### src/rtl/core/tes_pkg.sv
package tes_pkg;

   localparam int CHAR_W = 8;
   localparam int COL_W  = 12;
   localparam int ALU_W  = COL_W + 1;
   localparam int IV_W   = 7;
   localparam int CNT_SC_W = 3;
   localparam int CSR_IDX_W  = 3;
   localparam int CSR_DATA_W = 12;
   localparam int STEP_W = $clog2(COL_W);

   localparam int MAX_STOPS_DEFAULT  = 6;
   localparam int MAX_SPACES_DEFAULT = 64;

   localparam logic [COL_W-1:0]  COL_MAX  = 12'd4095;
   localparam logic [CHAR_W-1:0] CH_TAB   = 8'd9;
   localparam logic [CHAR_W-1:0] CH_NL    = 8'd10;
   localparam logic [CHAR_W-1:0] CH_SPACE = 8'd32;

   localparam logic [IV_W-1:0] TAB_INTERVAL_RESET = 7'd4;

   localparam logic [CSR_IDX_W-1:0] CSR_STOP_COUNT   = 3'd0;
   localparam logic [CSR_IDX_W-1:0] CSR_STOP_A       = 3'd1;
   localparam logic [CSR_IDX_W-1:0] CSR_STOP_F       = 3'd6;
   localparam logic [CSR_IDX_W-1:0] CSR_TAB_INTERVAL = 3'd7;

   typedef enum logic {
      ALU_ADD,
      ALU_SUB
   } alu_op_type;

   typedef struct packed {
      alu_op_type       op;
      logic [ALU_W-1:0] a;
      logic [ALU_W-1:0] b;
   } alu_req_type;

   typedef struct packed {
      logic [ALU_W-1:0] value;
      logic             neg;
      logic             zero;
   } alu_rsp_type;

endpackage

### src/rtl/core/tes_alu.sv
module tes_alu (
   input  tes_pkg::alu_req_type req,
   output tes_pkg::alu_rsp_type rsp
);

   logic [tes_pkg::ALU_W-1:0] result;

   // Operands are zero-extended columns, so the top bit flags a borrow or a carry out.
   assign result = (req.op == tes_pkg::ALU_SUB) ? req.a - req.b : req.a + req.b;

   assign rsp.value = result;
   assign rsp.neg   = result[tes_pkg::ALU_W-1];
   assign rsp.zero  = (result == '0);

endmodule

### src/rtl/core/tes_emitter.sv
module tes_emitter #(
   parameter int MAX_SPACES = tes_pkg::MAX_SPACES_DEFAULT,
   localparam int CNT_W = $clog2(MAX_SPACES + 1)
) (
   input  logic                       clock,
   input  logic                       reset,
   input  logic                       load,
   input  logic [tes_pkg::CHAR_W-1:0] load_char,
   input  logic [CNT_W-1:0]           load_count,
   output logic                       free,
   output logic                       rsp_valid,
   input  logic                       rsp_ready,
   output logic [tes_pkg::CHAR_W-1:0] rsp_out_char,
   output logic                       rsp_last
);

   logic [CNT_W-1:0]           count_ff, count_in;
   logic [tes_pkg::CHAR_W-1:0] char_ff, char_in;
   logic                       valid_ff, valid_in;
   logic [tes_pkg::CHAR_W-1:0] out_char_ff, out_char_in;
   logic                       last_ff, last_in;
   logic                       push;

   assign free = (count_ff == '0);
   // Move the next copy into the output register once it is empty or being taken.
   assign push = !free && (!valid_ff || rsp_ready);

   always_comb begin
      count_in    = count_ff;
      char_in     = char_ff;
      valid_in    = valid_ff;
      out_char_in = out_char_ff;
      last_in     = last_ff;
      if (load) begin
         count_in = load_count;
         char_in  = load_char;
      end else if (push) begin
         count_in = count_ff - CNT_W'(1);
      end
      if (push) begin
         valid_in    = 1'b1;
         out_char_in = char_ff;
         last_in     = (count_ff == CNT_W'(1));
      end else if (rsp_ready) begin
         valid_in = 1'b0;
      end
   end

   always_ff @(posedge clock) begin
      if (reset) begin
         count_ff <= '0;
         valid_ff <= 1'b0;
      end else begin
         count_ff <= count_in;
         valid_ff <= valid_in;
      end
      char_ff     <= char_in;
      out_char_ff <= out_char_in;
      last_ff     <= last_in;
   end

   assign rsp_valid    = valid_ff;
   assign rsp_out_char = out_char_ff;
   assign rsp_last     = last_ff;

endmodule

### src/rtl/core/tab_expander_stop_list.sv
// Ordinary character or newline: loaded into the emitter, then moved to its output register, and
// the next item is taken once it has moved. Tab: passed stops are skipped in turn; the spaces go
// to the next stop, the last stop, or via the 12-step remainder on the default interval; then one
// space per cycle unless the output stalls, up to MAX_SPACES; the next item waits for the last.
// One shared 13-bit add/subtract unit does the stop compares, divide steps and column update.
// Reset (synchronous, active high) clears column, stop index and registers to their defaults.
module tab_expander_stop_list #(
   parameter int MAX_STOPS  = tes_pkg::MAX_STOPS_DEFAULT,
   parameter int MAX_SPACES = tes_pkg::MAX_SPACES_DEFAULT
) (
   input  logic                           clock,
   input  logic                           reset,
   input  logic                           req_valid,
   output logic                           req_ready,
   input  logic [tes_pkg::CHAR_W-1:0]     req_char_in,
   output logic                           rsp_valid,
   input  logic                           rsp_ready,
   output logic [tes_pkg::CHAR_W-1:0]     rsp_out_char,
   output logic                           rsp_last,
   input  logic                           csr_we,
   input  logic [tes_pkg::CSR_IDX_W-1:0]  csr_index,
   input  logic [tes_pkg::CSR_DATA_W-1:0] csr_wdata
);

   localparam int CNT_W  = $clog2(MAX_SPACES + 1);
   localparam int SIDX_W = (MAX_STOPS > 1) ? $clog2(MAX_STOPS) : 1;
   localparam int COL_W  = tes_pkg::COL_W;
   localparam int ALU_W  = tes_pkg::ALU_W;
   localparam int IV_W   = tes_pkg::IV_W;
   localparam int SC_W   = tes_pkg::CNT_SC_W;
   localparam int STEP_W = tes_pkg::STEP_W;

   localparam logic [2:0] S_IDLE   = 3'd0;
   localparam logic [2:0] S_SCAN   = 3'd1;
   localparam logic [2:0] S_BASE   = 3'd2;
   localparam logic [2:0] S_DPREP  = 3'd3;
   localparam logic [2:0] S_DIV    = 3'd4;
   localparam logic [2:0] S_FINAL  = 3'd5;
   localparam logic [2:0] S_COLUPD = 3'd6;

   logic [SC_W-1:0]   stop_count_ff;
   logic [COL_W-1:0]  stop_ff [MAX_STOPS];
   logic [IV_W-1:0]   tab_interval_ff;
   logic [SC_W-1:0]   csr_slot;

   logic [2:0]        state_ff, state_in;
   logic [COL_W-1:0]  column_ff, column_in;
   logic [SC_W-1:0]   idx_ff, idx_in;
   logic [ALU_W-1:0]  raw_ff, raw_in;
   logic [COL_W-1:0]  dvd_ff, dvd_in;
   logic [IV_W-1:0]   rem_ff, rem_in;
   logic [STEP_W-1:0] step_ff, step_in;

   logic [SC_W-1:0]   n_used;
   logic [IV_W-1:0]   iv;
   logic [SC_W-1:0]   rd_slot;
   logic [COL_W-1:0]  stop_sel;
   logic [COL_W-1:0]  base;
   logic [IV_W:0]     shifted;
   logic [CNT_W-1:0]  spaces;
   logic              accept;

   tes_pkg::alu_req_type alu_req;
   tes_pkg::alu_rsp_type alu_rsp;

   logic                       em_load;
   logic [tes_pkg::CHAR_W-1:0] em_char;
   logic [CNT_W-1:0]           em_count;
   logic                       em_free;

   // Configuration registers.
   assign csr_slot = csr_index - tes_pkg::CSR_STOP_A;

   always_ff @(posedge clock) begin
      if (reset) begin
         stop_count_ff   <= '0;
         tab_interval_ff <= tes_pkg::TAB_INTERVAL_RESET;
         for (int i = 0; i < MAX_STOPS; i++) begin
            stop_ff[i] <= '0;
         end
      end else if (csr_we) begin
         unique case (csr_index) inside
            tes_pkg::CSR_STOP_COUNT: begin
               stop_count_ff <= csr_wdata[SC_W-1:0];
            end
            [tes_pkg::CSR_STOP_A:tes_pkg::CSR_STOP_F]: begin
               // Slots beyond the stop storage are never read: drop them.
               for (int i = 0; i < MAX_STOPS; i++) begin
                  if (csr_slot == SC_W'(i)) begin
                     stop_ff[i] <= csr_wdata[COL_W-1:0];
                  end
               end
            end
            tes_pkg::CSR_TAB_INTERVAL: begin
               tab_interval_ff <= csr_wdata[IV_W-1:0];
            end
            default: begin
            end
         endcase
      end
   end

   assign n_used = (stop_count_ff > SC_W'(MAX_STOPS)) ? SC_W'(MAX_STOPS) : stop_count_ff;
   assign iv     = (tab_interval_ff == '0) ? IV_W'(1) : tab_interval_ff;

   // Single read port: the last stop while working from the base, else the next stop.
   assign rd_slot  = (state_ff == S_BASE || state_ff == S_DPREP) ? n_used - SC_W'(1) : idx_ff;
   assign stop_sel = (rd_slot < SC_W'(MAX_STOPS)) ? stop_ff[rd_slot[SIDX_W-1:0]] : '0;
   assign base     = (n_used == '0) ? '0 : stop_sel;

   assign shifted = {rem_ff, dvd_ff[COL_W-1]};
   assign spaces  = (raw_ff > ALU_W'(MAX_SPACES)) ? CNT_W'(MAX_SPACES) : raw_ff[CNT_W-1:0];

   assign req_ready = (state_ff == S_IDLE) && em_free;
   assign accept    = req_valid && req_ready;

   tes_alu u_alu (
      .req (alu_req),
      .rsp (alu_rsp)
   );

   always_comb begin
      state_in  = state_ff;
      column_in = column_ff;
      idx_in    = idx_ff;
      raw_in    = raw_ff;
      dvd_in    = dvd_ff;
      rem_in    = rem_ff;
      step_in   = step_ff;
      alu_req   = '{op: tes_pkg::ALU_SUB, a: '0, b: '0};
      em_load   = 1'b0;
      em_char   = req_char_in;
      em_count  = CNT_W'(1);
      unique case (state_ff)
         S_IDLE: begin
            if (accept) begin
               if (req_char_in == tes_pkg::CH_NL) begin
                  column_in = '0;
                  idx_in    = '0;
                  em_load   = 1'b1;
               end else if (req_char_in == tes_pkg::CH_TAB) begin
                  state_in = S_SCAN;
               end else begin
                  if (column_ff < tes_pkg::COL_MAX) begin
                     column_in = column_ff + COL_W'(1);
                  end
                  em_load = 1'b1;
               end
            end
         end
         S_SCAN: begin
            if (idx_ff < n_used) begin
               alu_req.a = {1'b0, stop_sel};
               alu_req.b = {1'b0, column_ff};
               if (alu_rsp.neg || alu_rsp.zero) begin
                  // Passed stop: skip it for the rest of the line.
                  idx_in = idx_ff + SC_W'(1);
               end else begin
                  raw_in   = alu_rsp.value;
                  state_in = S_COLUPD;
               end
            end else begin
               state_in = S_BASE;
            end
         end
         S_BASE: begin
            alu_req.a = {1'b0, base};
            alu_req.b = {1'b0, column_ff};
            if (!alu_rsp.neg && !alu_rsp.zero) begin
               raw_in   = alu_rsp.value;
               state_in = S_COLUPD;
            end else begin
               state_in = S_DPREP;
            end
         end
         S_DPREP: begin
            alu_req.a = {1'b0, column_ff};
            alu_req.b = {1'b0, base};
            dvd_in    = alu_rsp.value[COL_W-1:0];
            rem_in    = '0;
            step_in   = '0;
            state_in  = S_DIV;
         end
         S_DIV: begin
            // Restoring divide step: keep only the remainder.
            alu_req.a = ALU_W'(shifted);
            alu_req.b = ALU_W'(iv);
            rem_in    = alu_rsp.neg ? shifted[IV_W-1:0] : alu_rsp.value[IV_W-1:0];
            dvd_in    = {dvd_ff[COL_W-2:0], 1'b0};
            step_in   = step_ff + STEP_W'(1);
            if (step_ff == STEP_W'(COL_W - 1)) begin
               state_in = S_FINAL;
            end
         end
         S_FINAL: begin
            alu_req.a = ALU_W'(iv);
            alu_req.b = ALU_W'(rem_ff);
            raw_in    = alu_rsp.value;
            state_in  = S_COLUPD;
         end
         S_COLUPD: begin
            alu_req.op = tes_pkg::ALU_ADD;
            alu_req.a  = {1'b0, column_ff};
            alu_req.b  = ALU_W'(spaces);
            column_in  = alu_rsp.neg ? tes_pkg::COL_MAX : alu_rsp.value[COL_W-1:0];
            em_load    = 1'b1;
            em_char    = tes_pkg::CH_SPACE;
            em_count   = spaces;
            state_in   = S_IDLE;
         end
         default: begin
            state_in = S_IDLE;
         end
      endcase
   end

   always_ff @(posedge clock) begin
      if (reset) begin
         state_ff  <= S_IDLE;
         column_ff <= '0;
         idx_ff    <= '0;
      end else begin
         state_ff  <= state_in;
         column_ff <= column_in;
         idx_ff    <= idx_in;
      end
      raw_ff  <= raw_in;
      dvd_ff  <= dvd_in;
      rem_ff  <= rem_in;
      step_ff <= step_in;
   end

   tes_emitter #(
      .MAX_SPACES (MAX_SPACES)
   ) u_emitter (
      .clock        (clock),
      .reset        (reset),
      .load         (em_load),
      .load_char    (em_char),
      .load_count   (em_count),
      .free         (em_free),
      .rsp_valid    (rsp_valid),
      .rsp_ready    (rsp_ready),
      .rsp_out_char (rsp_out_char),
      .rsp_last     (rsp_last)
   );

endmodule

### config.mk
export PLATFORM = sky130hd
export DESIGN_NAME = tab_expander_stop_list
export DESIGN_NICKNAME = d
export VERILOG_FILES = /design/src/rtl/core/tes_pkg.sv /design/src/rtl/core/tes_alu.sv /design/src/rtl/core/tes_emitter.sv /design/src/rtl/core/tab_expander_stop_list.sv
export SDC_FILE = /design/constraint.sdc
export NUM_CORES = 1
export LEC_CHECK = 0
export BUFFER_PORTS_ARGS = -buffer_cell sky130_fd_sc_hd__clkbuf_2
export CORE_MARGIN = 1
export CORE_UTILIZATION = 62
export DETAILED_ROUTE_END_ITERATION = 10
export PLACE_DENSITY = 0.8
export SLEW_MARGIN = 0
export SYNTH_ARGS = -nofsm -noshare
export SYNTH_HDL_FRONTEND = slang
export SYNTH_HIERARCHICAL = 1
export SYNTH_SLANG_ARGS = --single-unit
export TNS_END_PERCENT = 30
### constraint.sdc
create_clock -name clock -period 12.9 [get_ports clock]
set_clock_uncertainty 0.05 [all_clocks]
set_input_delay 1.29 -clock clock [delete_from_list [all_inputs] [get_ports clock]]
set_output_delay 1.29 -clock clock [all_outputs]
set_load 0.02 [all_outputs]
==> qor.txt, run 1 <==
GRT Util Overall -> 32.3%
Layout net count -> 1002
Routed Antenna Nets -> 0
Worst hold start -> u_emitter/char_ff[7]
Area leader, netlist -> edfxtp_1
RSZ-0062 raised after global routing -> false
CP cell instances -> nor2b_1, mux2_4, mux2i_1, mux2_2, o2111ai_1, inv_1, ha_1, nand2b_1, nor4_1, a21oi_1, xnor2_1, ha_1, and3_1, nand2_1, a21oi_1, o31a_1, o22ai_1, nor4_2, nor2_1, nand2_1, o32ai_2
Vias per inst -> 6.59
Final setup fails -> 0
R2R depth -> 21
CP Max Fanout -> 36
Hpwl dp -> 17.6 mm
H-tree levels -> 4
Vias -> 7550
CP endpoint kind -> register
Commonest non-fill, non-tap cell in the layout -> edfxtp_1
Crit-path leading delay family -> compound AO/OA/AOI/OAI gates
Max Freq -> 0.142 GHz
Total power -> 1.69 mW
Initial DRC count -> 852
# diodes -> 0
Max incr delay on CP -> 0.88 ns
Commonest non-fill, non-tap cells in the layout -> edfxtp_1, nand2_1, and2_1
Failing checks -> design-rule violations
Max clock buf depth -> 2
CP Class -> register to register
Switch share -> 34.0%
Setup slack, reg-to-reg -> 5.88 ns
Post-Syn Instances -> 930
Worst Slack Setup Final -> 5.88 ns
Core area -> 14700 um2
Multi-input logic area -> 4680 um2
Final wirelength -> 24.7 mm
Leak -> 3.75 nW
Die W -> 125 um
Buf/Inv on CP -> 1
Worst-margin pin slew -> 1.17 ns
Clock power frac -> 29.8%
Clk Tree Root Cell -> clkbuf_16
Sequential power share -> 40.4%
Status -> complete, but fails checks
Fillers -> 1099
Reg area -> 4470 um2
Hold crit path type -> register to register
Setup WS pre-CTS -> 6.09 ns
IO Pins -> 39
Reg clk slew, reported paths -> 0.07 ns
Main area contributors after synthesis -> edfxtp_1, dfxtp_1, mux2i_1
Yosys cell types -> 83
# port buffers -> 38
Worst path slowest cell -> o32ai_2
Final Util -> 70.4%
Sequential area share after synthesis -> 47.4%
Switching power -> 0.574 mW
Setup TNS -> 0 ns
Power per cell area -> 163 nW/um2
Initial Util -> 64.3%
Post-CTS Hold Fix Bufs -> 0
Hold path depth -> 0
Combinational Power Share -> 29.7%
Maximum vdd drop -> 0.173 mV
Worst-skew pair later-pin latency -> 0.43 ns
Hold EP -> u_emitter/rsp_out_char[7]
Pin count of the biggest net entering global routing -> 37
Slew headroom -> 21.6%
Post-synthesis area per instance -> 10.2 um2
R2r endpoint -> raw_ff[8]
Seq cells post-synth -> 161
Tcrit/Tclk final -> 54.4%
Hold Fails Final Rpt -> 0
Ys Warns -> 6
Max Cap Viol -> 0
Post-cts repair resize count -> 0
Top cell type's share of synthesized area -> 39.7%
Area grow syn2layout -> 9.56%
P_int -> 1.11 mW
Mapped cell area -> 9450 um2
CTS buffer count -> 17
1st-pass router iterations -> 11
CP required -> 12.90 ns
DR DRC count -> 4
GP Congestion -> 0.964
Remaining Overflow, GRT -> 0
Pins Over Slew Limit -> 0
Reg2Reg Launch Point -> state_ff[1]
Post-route minimum period -> 7.02 ns
Post-CTS Setup Bufs -> 0
Clk sink count -> 161
TritonCTS clock tree -> built
FFs w/ async S/R, synth -> 0%
Initial antenna violation count -> 0
Share of layout cells above drive strength 1 -> 13.1%
Row Count -> 44
DIE HEIGHT -> 125 um
Worst EP arrival -> 7.02 ns
Startpoint types -> register
Main synth FF type -> edfxtp_1
Global-route wire length before repair -> 38.7 mm
Die area -> 15700 um2
Drt wl/cell -> 21.6 um
Vias in the first global route -> 7154
Post-synth EDFFs -> 125
-- registers in the layout, summed over array words and instances (netlist names) --
register,count
stop_count_ff,3
state_ff,3
step_ff,4
stop_ff,72
u_emitter/rsp_last,1
tab_interval_ff,7
u_emitter/rsp_valid,1
column_ff,12
dvd_ff,12
raw_ff,13
idx_ff,3
u_emitter/count_ff,7
u_emitter/rsp_out_char,8
rem_ff,7
u_emitter/char_ff,8
-- per-layer routing --
layer | share of wire, % | vias up | track usage, % | wire length [um]
met5 | 0 | - | 0 | 0
met4 | 3.9 | 0 | 14.1 | 953
met3 | 7.8 | 72 | 6.20 | 1930
li1 | - | 3489 | - | -
met2 | 48 | 401 | 53.3 | 11800
met1 | 41 | 3588 | 41.7 | 10000
-- synthesized netlist by cell type, types with 4 or more instances --
cell,instances
edfxtp_1,125
nand2_1,93
and2_1,86
nor2_1,66
mux2i_1,55
a21oi_1,48
dfxtp_1,36
o21ai_0,33
clkbuf_1,31
inv_1,31
nand3_1,26
ha_1,23
nor3_1,21
xnor2_1,21
o221ai_1,18
nand2b_1,9
and3_1,8
nand4_1,8
nor4_1,8
a211oi_1,7
a221o_1,7
a31oi_1,7
buf_2,7
mux2_2,7
or2_2,7
a21o_1,6
o21a_1,6
a211o_1,5
a311oi_1,5
buf_1,5
nor2b_1,5
o2111ai_1,5
o211ai_1,5
o31a_1,5
o31ai_1,5
or3_1,5
xor2_1,5
a22o_1,4
buf_4,4
nand3b_1,4
o22ai_1,4
-- worst register-to-register path, stage by stage, from the launching register on --
cell       delay (ns)
dfxtp_1          0.62
nor2b_1          0.46
mux2_4           0.65
mux2i_1          0.36
mux2_2           0.23
o2111ai_1        0.19
inv_1            0.12
ha_1             0.16
nand2b_1         0.07
nor4_1           0.49
a21oi_1          0.17
xnor2_1          0.15
ha_1             0.38
and3_1           0.24
nand2_1          0.07
a21oi_1          0.05
o31a_1           0.29
o22ai_1          0.37
nor4_2           0.10
nor2_1           0.34
nand2_1          0.16
o32ai_2          0.88
-- per-stage QoR --
step	instance area (um2)	hold slack (ns)	cells
6_report	10400	0.371	1146
5_1_grt	10400	0.380	1146
2_1_floorplan	9450	0.350	931
4_1_cts	10400	0.374	1146
3_5_place_dp	9770	0.359	1115
3_3_place_gp	9770	0.351	1115
-- power groups by stage --
| stage | logic (mW) | registers [mW] | clock network [mW] |
|---|---|---|---|
| finish | 0.501 | 0.683 | 0.504 |
| global route | 0.542 | 0.689 | 0.528 |
| CTS | 0.495 | 0.681 | 0.506 |
| detailed placement | 0.487 | 0.692 | 0 |
| global placement | 0.479 | 0.691 | 0 |
| floorplan | 0.362 | 0.694 | 0 |
-- cell families (layout without fill, tap and decap cells) --
group | after synthesis | in the layout | synth area share, %
xor+xnor | 26 | 26 | 2.41
simple gates | 366 | 366 | 20.3
other cells | 1 | 2 | 0.0397
mux | 66 | 66 | 7.26
buf+inv | 81 | 112 | 3.55
compound gates | 205 | 205 | 15.8
fa+ha+maj | 24 | 24 | 3.26
flops | 161 | 161 | 47.4
-- worst max-delay path by stage --
stage / depth (start not counted) / startpoint / end
after floorplan: 25 / state_ff[1] / raw_ff[0]
after CTS: 21 / state_ff[1] / raw_ff[8]
final: 21 / state_ff[1] / raw_ff[8]
after detailed placement: 21 / state_ff[1] / raw_ff[10]
after global routing: 22 / state_ff[1] / raw_ff[8]
after global placement: 21 / state_ff[1] / raw_ff[11]
-- cell type report --
type / instances / area share, %
well taps: 184 / 2.22
multi-input cells: 689 / 45.2
inverters: 33 / 1.20
clock buffers: 19 / 4.18
repair buffers: 48 / 2.56
flip-flops and latches: 161 / 43.2
clock inverters: 12 / 1.44
Power figures use the tool's default switching activity.
==> run 2: changes to the inputs <==
ABC_AREA = 1   (was not set)
clock period = 7.15 ns   (was 12.9 ns; I/O delays follow)
==> qor.txt, run 2 <==
Maximum vdd drop -> 0.164 mV (-5.4%)
Largest register FFs -> 72 (unchanged)
R2R depth -> 29 (+38%)
Core area -> 15300 um2 (+3.8%)
Row Count -> 45 (+2.3%)
Startpoint types -> register
IO Pins -> 39 (unchanged)
Reg2Reg Launch Point -> stop_count_ff[0]
Max clock buf depth -> 2 (unchanged)
Biggest regs -> stop_ff (72), raw_ff (13)
Power per cell area -> 251 nW/um2 (+54%)
Sequential area share after synthesis -> 45.9% (-1.4 points)
Global-route wire length before repair -> 39.3 mm (+1.6%)
Worst-skew pair later-pin latency -> 0.43 ns (about the same)
CP endpoint kind -> register
Drt wl/cell -> 16.3 um (-24%)
Pins Over Slew Limit -> 0 (unchanged)
Reg clk slew, reported paths -> 0.07 ns (about the same)
Count leader, synth -> nand2_1
1st-pass router iterations -> 6 (-5)
Clk sink count -> 161 (unchanged)
H-tree levels -> 4 (unchanged)
Status -> finished clean
Setup slack, reg-to-reg -> 1.16 ns (-4.72 ns)
Max incr delay on CP -> 0.60 ns (-0.28 ns)
Hold path depth -> 0 (unchanged)
Max Freq -> 0.167 GHz (+17%)
CTS buffer count -> 17 (unchanged)
Initial antenna violation count -> 0 (unchanged)
Post-Syn Instances -> 1277 (+37%)
Fillers -> 1221 (+11%)
FFs w/ async S/R, synth -> 0% (unchanged)
Die area -> 16200 um2 (+3.1%)
Routed Antenna Nets -> 0 (unchanged)
Worst-margin pin slew -> 1.08 ns (-0.0833 ns)
Worst EP arrival -> 6.01 ns (-1.01 ns)
GRT Util Overall -> 31.8% (-0.54 points)
# port buffers -> 38 (unchanged)
Worst path slowest cell -> and3_1
Leak -> 4.83 nW (+29%)
Share of layout cells above drive strength 1 -> 10.3% (-2.8 points)
CP required -> 7.17 ns (-5.73 ns)
Main synth FF type -> edfxtp_1
Final instance area -> 10600 um2 (+2.3%)
Top reg by flops -> stop_ff
Die W -> 127 um (+1.5%)
Area grow syn2layout -> 8.66%
Yosys cell types -> 45 (-46%)
Total power -> 2.66 mW (+58%)
Vias -> 8706 (+15%)
Initial DRC count -> 920 (+8.0%)
Hold slack -> 0.370 ns (-0.00119 ns)
Placed Instance Area -> 10000 um2 (+2.5%)
Top cell type's share of synthesized area -> 38.5% (-1.2 points)
Worst hold start -> u_emitter/char_ff[0]
DR DRC count -> 0 (-4)
Hpwl dp -> 17.9 mm (+1.3%)
Final Util -> 69.4% (-1.0 points)
Tcrit/Tclk final -> 83.8% (+29 points)
Remaining Overflow, GRT -> 0 (unchanged)
Initial Util -> 63.9% (-0.40 points)
Seq cells post-synth -> 161 (unchanged)
Clk Tree Root Cell -> clkbuf_16
CP Class -> register to register
Ys Warns -> 6 (unchanged)
Pin count of the biggest net entering global routing -> 50 (+35%)
Vias in the first global route -> 7948 (+11%)
Main area contributors after synthesis -> edfxtp_1, nand2_1, nor2_1
Crit-path leading delay family -> simple AND/OR/NAND/NOR gates
Commonest non-fill, non-tap cells in the layout -> nand2_1, nor2_1, inv_1
Post-route minimum period -> 5.99 ns (-1.03 ns)
Post-synthesis area per instance -> 7.63 um2 (-25%)
TritonCTS clock tree -> built
Max Cap Viol -> 0 (unchanged)
Post-synth EDFFs -> 125 (unchanged)
Area leader, netlist -> edfxtp_1
Vias per inst -> 5.72 (-13%)
Post-CTS Setup Bufs -> 0 (unchanged)
Hold crit path type -> register to register
Mapped cell area -> 9750 um2 (+3.2%)
# diodes -> 0 (unchanged)
Slew headroom -> 27.6% (+5.9 points)
CP most frequent cell -> inv_1
R2r endpoint -> raw_ff[9]
Hold Fails Final Rpt -> 0 (unchanged)
RSZ-0062 raised after global routing -> false
Final wirelength -> 24.8 mm (+0.32%)
Final setup fails -> 0 (unchanged)
GP Congestion -> 0.936 (-2.9%)
CP Max Fanout -> 20 (-44%)
Setup TNS -> 0 ns (unchanged)
Most frequent cells after synthesis -> nand2_1, nor2_1, inv_1
Hold EP -> u_emitter/rsp_out_char[0]
Post-cts repair resize count -> 0 (unchanged)
Post-CTS Hold Fix Bufs -> 0 (unchanged)
Commonest non-fill, non-tap cell in the layout -> nand2_1
DIE HEIGHT -> 127 um (+1.5%)
Buf/Inv on CP -> 7 (+6)
Layout net count -> 1349 (+35%)
## run 2: changes by cell type after synthesis, sizes merged, moves of 11 or more
cell	change
xnor2	-18
o21ai	+16
nor2	+162
o221ai	-18
nand3	+115
nand4	+30
inv	+119
mux2	-11
and2	-85
nand2	+227
nor3	-11
mux2i	-55
nor4	-12
## run 2: how the worst max path moves through the flow
stage | slack, ns | end | from | depth (start not counted)
after floorplan | 2.47 | raw_ff[0] | stop_count_ff[0] | 29
after global placement | 1.53 | raw_ff[10] | stop_count_ff[1] | 29
after detailed placement | 1.31 | raw_ff[10] | stop_count_ff[0] | 29
after CTS | 1.25 | raw_ff[9] | stop_count_ff[0] | 29
after global routing | 0.63 | raw_ff[9] | stop_count_ff[0] | 32
final | 1.16 | raw_ff[9] | stop_count_ff[0] | 29
## run 2: cell type report
cell class | instances | area [um2] | share of cell area [%]
Multi-Input combinational cell | 920 | 4460 | 42.1
Clock inverter | 15 | 150 | 1.42
Timing Repair Buffer | 44 | 235 | 2.22
Tap cell | 211 | 264 | 2.49
Sequential cell | 161 | 4470 | 42.2
Inverter | 153 | 579 | 5.47
Clock buffer | 17 | 425 | 4.02
## run 2: layer usage
layer	vias up	GRT usage, %	routed length [um]
met2	449	51.1	11600
met1	3927	41.2	10000
met5	-	0	0
met3	82	7.37	2230
li1	4248	-	-
met4	0	14.1	953
## run 2: per-stage QoR
step	worst slack (ns)	std cells
after floorplan	2.47	1278
after global placement	1.53	1489
after detailed placement	1.31	1489
after CTS	1.25	1521
after global routing	0.629	1521
final	1.16	1521
## run 2: cells by family after synthesis
kind of cell	synth area share [%]
adders and majority gates	3.16
DFF	45.9
AOI/OAI and AO/OA	7.20
xor gates and xnor gates	1.62
buffers and inverters	8.34
and+or+nand+nor	33.7
other	0.0385
## run 2: worst register-to-register path: cells and delay by family (launching register included)
family,cells,cell delay (ns)
AO/OA/AOI/OAI,4,0.71
AND/OR/NAND/NOR,14,2.75
XOR/XNOR,1,0.16
flip-flops,1,0.38
buffers and inverters,7,0.75
adder cells (fa/ha/maj),3,0.81
## run 2: power by group
| group | internal [mW] | switching (mW) | total [mW] |
|---|---|---|---|
| sequential | 1.13 | 0.0745 | 1.21 |
| clock | 0.490 | 0.406 | 0.896 |
| combinational | 0.179 | 0.379 | 0.557 |
